--- config.mk ---
export PLATFORM = sky130hd
export DESIGN_NAME = ncl_ram
export DESIGN_NICKNAME = d
export VERILOG_FILES = /design/src/sv/ncl_ram.sv
export SDC_FILE = /design/constraint.sdc
export NUM_CORES = 1
export LEC_CHECK = 0
export ABC_AREA = 1
export BUFFER_PORTS_ARGS = -buffer_cell sky130_fd_sc_hd__buf_2
export CELL_PAD_IN_SITES_DETAIL_PLACEMENT = 0
export CELL_PAD_IN_SITES_GLOBAL_PLACEMENT = 1
export CORE_MARGIN = 4
export CORE_UTILIZATION = 44
export CTS_BUF_LIST = sky130_fd_sc_hd__clkbuf_4 sky130_fd_sc_hd__clkbuf_8 sky130_fd_sc_hd__clkbuf_16
export DETAILED_ROUTE_END_ITERATION = 6
export MAX_ROUTING_LAYER = met4
export PLACE_DENSITY_LB_ADDON = 0.1
export SYNTH_ARGS = -nofsm -noshare
export SYNTH_HDL_FRONTEND = slang
export SYNTH_SLANG_ARGS = --single-unit
export TNS_END_PERCENT = 30
--- constraint.sdc ---
create_clock -name clk -period 1.1 [get_ports clk]
set_input_delay 0.22 -clock clk [delete_from_list [all_inputs] [get_ports clk]]
set_output_delay 0.22 -clock clk [all_outputs]
set_load 0.01 [all_outputs]
--- src/sv/ncl_ram.sv ---
`timescale 1ns / 1ps
// generic simple dual-port ram: one write port, one read port, registered read
// no dependencies

module ncl_ram #(
  parameter int WIDTH = 8,
  parameter int DEPTH = 16
) (
  input  logic                                  clk,
  input  logic                                  we,
  input  logic [((DEPTH > 1) ? $clog2(DEPTH) : 1)-1:0] waddr,
  input  logic [WIDTH-1:0]                      wdata,
  input  logic [((DEPTH > 1) ? $clog2(DEPTH) : 1)-1:0] raddr,
  output logic [WIDTH-1:0]                      rdata
);

  logic [WIDTH-1:0] mem [DEPTH];

  always_ff @(posedge clk) begin
    if (we) begin
      mem[waddr] <= wdata;
    end
    rdata <= mem[raddr];
  end

endmodule

==> results.tsv, run 1 <==
stage	metric	value	unit
setup_path	r2r_slack	60	ps
layout	diodes	0	
clocking	clkLatencyLatePin	420	ps
run	max-cap-violations	0	
outcome	status	finished, final reports clean	
clocking	cts_hold_buf	0	
global_route	grt_pass1_vias	3599	
routing	via_per_inst	4.85	
clocking	cts_tree	built	
synth	seq_area_frac_synth	69.4	%
timing	finClkSkew	7.46	ps
layout	fillers	1163	
die	design.core.area	12700	um2
min_path	hold_class	primary input to flip-flop	
die	dieWidth	122	um
routing	num_vias	3809	
synth	syn_nets	569	
clocking	htree_num_levels	4	
routing	wl_per_cell	17.8	um
timing	max_slew_margin	71.5	%
placement	io_buffers	25	
synth	yosys_warnings	0	
routing	drt_iter0_drc	317	
setup_path	critPathKind	flip-flop to output pin	
layout	area_growth	19.3	%
routing	drc	0	
layout	layout-drive-gt1-share	14.2	%
timing	worst_pin_slew	428	ps
setup_path	crit_fanout	1	
die	pin_count	26	
routing	drt_pass1_iterations	5	
global_route	grt_pass1_wl	21400	um
timing	fmax	932	MHz
timing	final_hold_viol_count	0	
setup_path	crit-reg2reg-launch	mem[1][7]	
die	row_count	41	
clocking	cts_root_buf	clkbuf_16	
setup_path	critPathMaxStageDelay	320	ps
global_route	track_usage	20.9	%
clocking	cts_buffers	17	
layout	multi_input_area	1220	um2
setup_path	critPathBufInv	1	
clocking	cts_sinks	136	
synth	synth_cell_types	12	
placement	place_congestion	0.785	
placement	dp_hpwl	9170	um
clocking	clk_pin_slew	60	ps
power	p_per_area	1770	nW/um2
setup_path	critPathTopFamily	flip-flops	
synth	syn-cell-area	5770	um2
layout	final_area	6880	um2
die	die_h	122	um
timing	finalCritPeriodShare	97.5	%
power	peakVddDrop	1.09	mV
placement	placed_area	6270	um2
min_path	min-delay-start	wdata[4]	
global_route	grt_max_degree	40	
power	leakage	3.00	nW
die	start_util	45.3	%
timing	rsz0062_at_grt	yes	
synth	synth_cells	551	
synth	postSynthRegisterBits	136	
synth	syn_avg_cell_area	10.5	um2
global_route	antenna_found_initial	0	
layout	seqCellArea	4010	um2
timing	setup_viol	0	
setup_path	arrival	850	ps
timing	fin_crit	1070	ps
timing	whs	184	ps
setup_path	worstSetupStartpointType	flip-flop	
setup_path	cpMaxStageDelayCell	dfxtp_2	
setup_path	end_kind	output pin	
timing	maxSlewViolCount	0	
setup_path	crit_start	rdata[2]	
global_route	grt_overflow	0	
setup_path	crit_chain	buf_6	
setup_path	cp.required	880	ps
routing	ant_nets	0	
timing	finalSetupTns	0	ps
routing	wirelength	14000	um
layout	nNetsFinal	618	
clocking	clockBufferDepth	2	
die	dieArea	15000	um2
clocking	postCtsSetupRepairBufs	0	
[timing repair]
action                     4_1_cts  5_1_grt
cloned                           0        0
gates resized for setup          5        4
setup endpoints to repair        3        5
[through the flow]
stage                     total power, mW  utilization [%]  worst slack (ps)  instances
after global placement               6.75             49.3              -238        753
after detailed placement             6.75             49.3              -230        753
after CTS                            12.3             53.9             0.203        785
after floorplan                      6.35                -             -70.8        551
after global routing                 12.6             54.1             -3.49        785
final                                12.2             54.1              27.1        785
[cells in the mapped netlist, drive strengths merged]
library cell	count	share of area, %
dfxtp	8	2.8
nand3	97	8.4
edfxtp	128	67
buf	24	2.9
inv	102	6.6
nand3b	2	0.26
nor2	17	1.1
nand2	173	11
[report_power, final]
part | internal (mW) | switching [mW] | leakage (nW)
Combinational | 0.284 | 0.542 | 1.49
Sequential | 5.80 | 0.0342 | 1.22
Clock | 3.54 | 1.99 | 0.282
[worst reg2reg max path: stages (launching register included)]
cell      delay (ps)
edfxtp_1         360
inv_1             60
nand2_1           50
nand3_1          160
nand3_1          110
nand3_1          130
nand2_1           70
[cell type report]
class,instances,share of cell area (%)
flip-flops and latches,136,58.3
multi-input cells,289,17.7
repair buffers,54,6.98
clock buffers,19,6.40
inverters,102,5.56
well taps,172,3.13
clock inverters,13,1.96
[registers in the layout (all words and copies together) (netlist names)]
name / flops
rdata: 8
mem: 128
[path summary, 6_finish.rpt]
kind	endpoint	cells past startpoint
setup / recovery	rdata[2]	1
hold / removal	mem[1][4]	2
setup reg to reg	rdata[7]	6
hold reg to reg	rdata[5]	6
[cells by family (layout without fill, tap and decap cells)]
kind of cell / Yosys count / in the layout / share of synthesized area (%)
AND/OR/NAND/NOR: 289 / 289 / 21.0
buffers and inverters: 126 / 188 / 9.52
flip-flops: 136 / 136 / 69.4
[routing by layer]
metal  up-vias  track usage (%)  wire length (um)
met1      1818             29.1              6600
met5         -                -                 0
met3        18             4.42               594
li1       1874                -                 -
met2        99             30.6              6560
met4         0             7.35               240
[layout by cell type, fill, tap and decap left out, drive strengths merged]
master / instances
nand2: 173
edfxtp: 128
inv: 102
nand3: 97
buf: 54
clkbuf: 19
nor2: 17
clkinv: 9
dfxtp: 8
bufinv: 3
nand3b: 2
clkinvlp: 1
No activity file was read; power rests on OpenSTA's default activity.
==> run 2: changes to the inputs <==
- CORE_UTILIZATION: 44 -> 45
- CTS_BUF_LIST: sky130_fd_sc_hd__clkbuf_4 sky130_fd_sc_hd__clkbuf_8 sky130_fd_sc_hd__clkbuf_16 -> sky130_fd_sc_hd__clkbuf_4 sky130_fd_sc_hd__clkbuf_8
- TNS_END_PERCENT: 30 -> 5
==> run 2 against run 1 <==
Effect of this change:
- the flow now finishes with violations (negative setup slack)
- critical path depth did not move
- cell count grew 0.89%
- final area is 0.58% lower
- sequential power about the same
- sequential share of layout area grew 0.45 points
- clock power down 16%
- total power shrank 6.8%
- largest power group unchanged
==> results.tsv, run 2 (synthesis gave the netlist of run 1 again) <==
stage	metric	value	unit	change
setup_path	critPathTopFamily	flip-flops		unchanged
routing	wl_per_cell	17.4	um	was 17.8 um
layout	diodes	0		unchanged
placement	io_buffers	25		unchanged
timing	worst_pin_slew	420	ps	was 428 ps
timing	fmax	872	MHz	was 932 MHz
routing	via_per_inst	4.75		was 4.85
layout	top_regs	mem x128, rdata x8		unchanged
timing	final_hold_viol_count	0		unchanged
die	row_count	41		unchanged
layout	instances_no_fill	792		was 785
outcome	status	finished, violations left		was finished, final reports clean
setup_path	critPathKind	flip-flop to output pin		unchanged
clocking	clkLatencyLatePin	450	ps	was 420 ps
layout	nNetsFinal	625		was 618
clocking	cts_buffers	17		unchanged
min_path	hold_class	primary input to flip-flop		unchanged
clocking	cts_root_buf	clkbuf_8		was clkbuf_16
setup_path	critPathBufInv	1		unchanged
placement	dp_hpwl	8970	um	was 9170 um
power	peakVddDrop	0.720	mV	was 1.09 mV
placement	place_inst	760		was 753
placement	place_congestion	0.830		was 0.785
layout	area_growth	18.6	%	was 19.3%
clocking	htree_num_levels	4		unchanged
global_route	grt_max_degree	65		was 40
setup_path	cpMaxStageDelayCell	dfxtp_4		was dfxtp_2
clocking	cts_sinks	136		unchanged
timing	finalWorstSetupSlack	-46.7	ps	was 27.1 ps
timing	finalCritPeriodShare	104	%	was 97.5%
clocking	clockBufferDepth	2		unchanged
layout	layout-drive-gt1-share	16.9	%	was 14.2%
timing	maxSlewViolCount	0		unchanged
global_route	antenna_found_initial	0		unchanged
setup_path	end_kind	output pin		unchanged
routing	wirelength	13800	um	was 14000 um
setup_path	critPathMaxStageDelay	360	ps	was 320 ps
timing	finClkSkew	11.6	ps	was 7.46 ps
run	max-cap-violations	0		unchanged
routing	ant_nets	0		unchanged
global_route	grt_pass1_vias	3671		was 3599
layout	regMostFlops	mem		unchanged
routing	drt_pass1_iterations	5		unchanged
layout	final_cell_mix	173 x nand2_1, 128 x edfxtp_1, 100 x inv_1		unchanged
timing	finalSetupTns	-164	ps	was 0 ps
timing	whs	191	ps	was 184 ps
layout	fillers	1129		was 1163
placement	placed_area	6310	um2	was 6270 um2
timing	fin_crit	1150	ps	was 1070 ps
die	dieArea	14700	um2	was 15000 um2
clocking	cts_tree	built		unchanged
layout	final_area	6840	um2	was 6880 um2
layout	seqCellArea	4020	um2	was 4010 um2
layout	final_util	54.4	%	was 54.1%
layout	largest_reg_flops	128		unchanged
layout	final_common_cell	nand2_1		unchanged
power	power	11.4	mW	was 12.2 mW
setup_path	cp.required	880	ps	about the same
clocking	cts_hold_buf	0		unchanged
power	p_per_area	1660	nW/um2	was 1770 nW/um2
die	start_util	45.9	%	was 45.3%
die	pin_count	26		unchanged
layout	multi_input_area	1220	um2	about the same
die	dieWidth	121	um	was 122 um
die	design.core.area	12600	um2	was 12700 um2
timing	rsz0062_at_grt	yes		unchanged
clocking	postCtsSetupRepairBufs	0		unchanged
timing	setup_viol	7		was 0
power	leakage	2.98	nW	was 3.00 nW
routing	drc	0		unchanged
global_route	grt_pass1_wl	21700	um	was 21400 um
outcome	violations	negative setup slack		
routing	drt_iter0_drc	293		was 317
setup_path	arrival	930	ps	was 850 ps
global_route	track_usage	21.0	%	was 20.9%
routing	num_vias	3763		was 3809
global_route	grt_overflow	0		unchanged
setup_path	crit_fanout	1		unchanged
placement	dpl_worst_slack	-262	ps	was -230 ps
setup_path	crit_chain	buf_6		unchanged
die	die_h	121	um	was 122 um
timing	max_slew_margin	72.0	%	was 71.5%
setup_path	worstSetupStartpointType	flip-flop		unchanged
clocking	clk_pin_slew	80	ps	was 60 ps
==> run 2: changes by cell type in the layout (fill, tap and decap cells not counted), sizes merged <==
cell	previous run	this run
clkinv	9	6
buf	54	61
bufinv	3	5
clkinvlp	1	2
==> run 2: layout make-up <==
type	instances	share of cell area (%)
clock inverters	13	2.96
multi-input cells	289	17.9
clock buffers	19	3.73
flip-flops and latches	136	58.7
well taps	172	3.15
repair buffers	61	7.97
inverters	102	5.60
==> run 2: routing by layer <==
metal	vias up	share of wire (%)	global-route usage, %
met1	1763	50	30.9
met5	-	0	-
met3	15	5.3	4.80
li1	1882	-	-
met4	0	1.5	6.65
met2	103	43	29.2
==> run 2: worst paths after layout <==
path,slack (ps),depth (start not counted),startpoint,end
worst max register to register,80,6,mem[11][2],rdata[2]
worst min register to register,670,6,mem[12][1],rdata[1]
worst max-delay path,-50,1,rdata[1],rdata[1]
worst min-delay path,190,1,wdata[1],mem[10][1]
==> run 2: what timing repair did <==
item | 4_1_cts | 5_1_grt
endpoints found under the hold margin | 0 | 0
setup endpoints to repair | 8 | 10
pin swaps | 0 | 0
resized for setup | 16 | 4
==> run 2: power by group <==
| group | internal, mW | switching [mW] |
|---|---|---|
| logic | 0.311 | 0.531 |
| clock network | 2.77 | 1.90 |
| registers | 5.79 | 0.0520 |
| total | 8.88 | 2.49 |
==> run 2: worst reg2reg max path: cells and delay by family (launching register included) <==
kind / cells / cell delay (ps)
buffers and inverters: 1 / 60
AND/OR/NAND/NOR: 5 / 470
flip-flops: 1 / 380
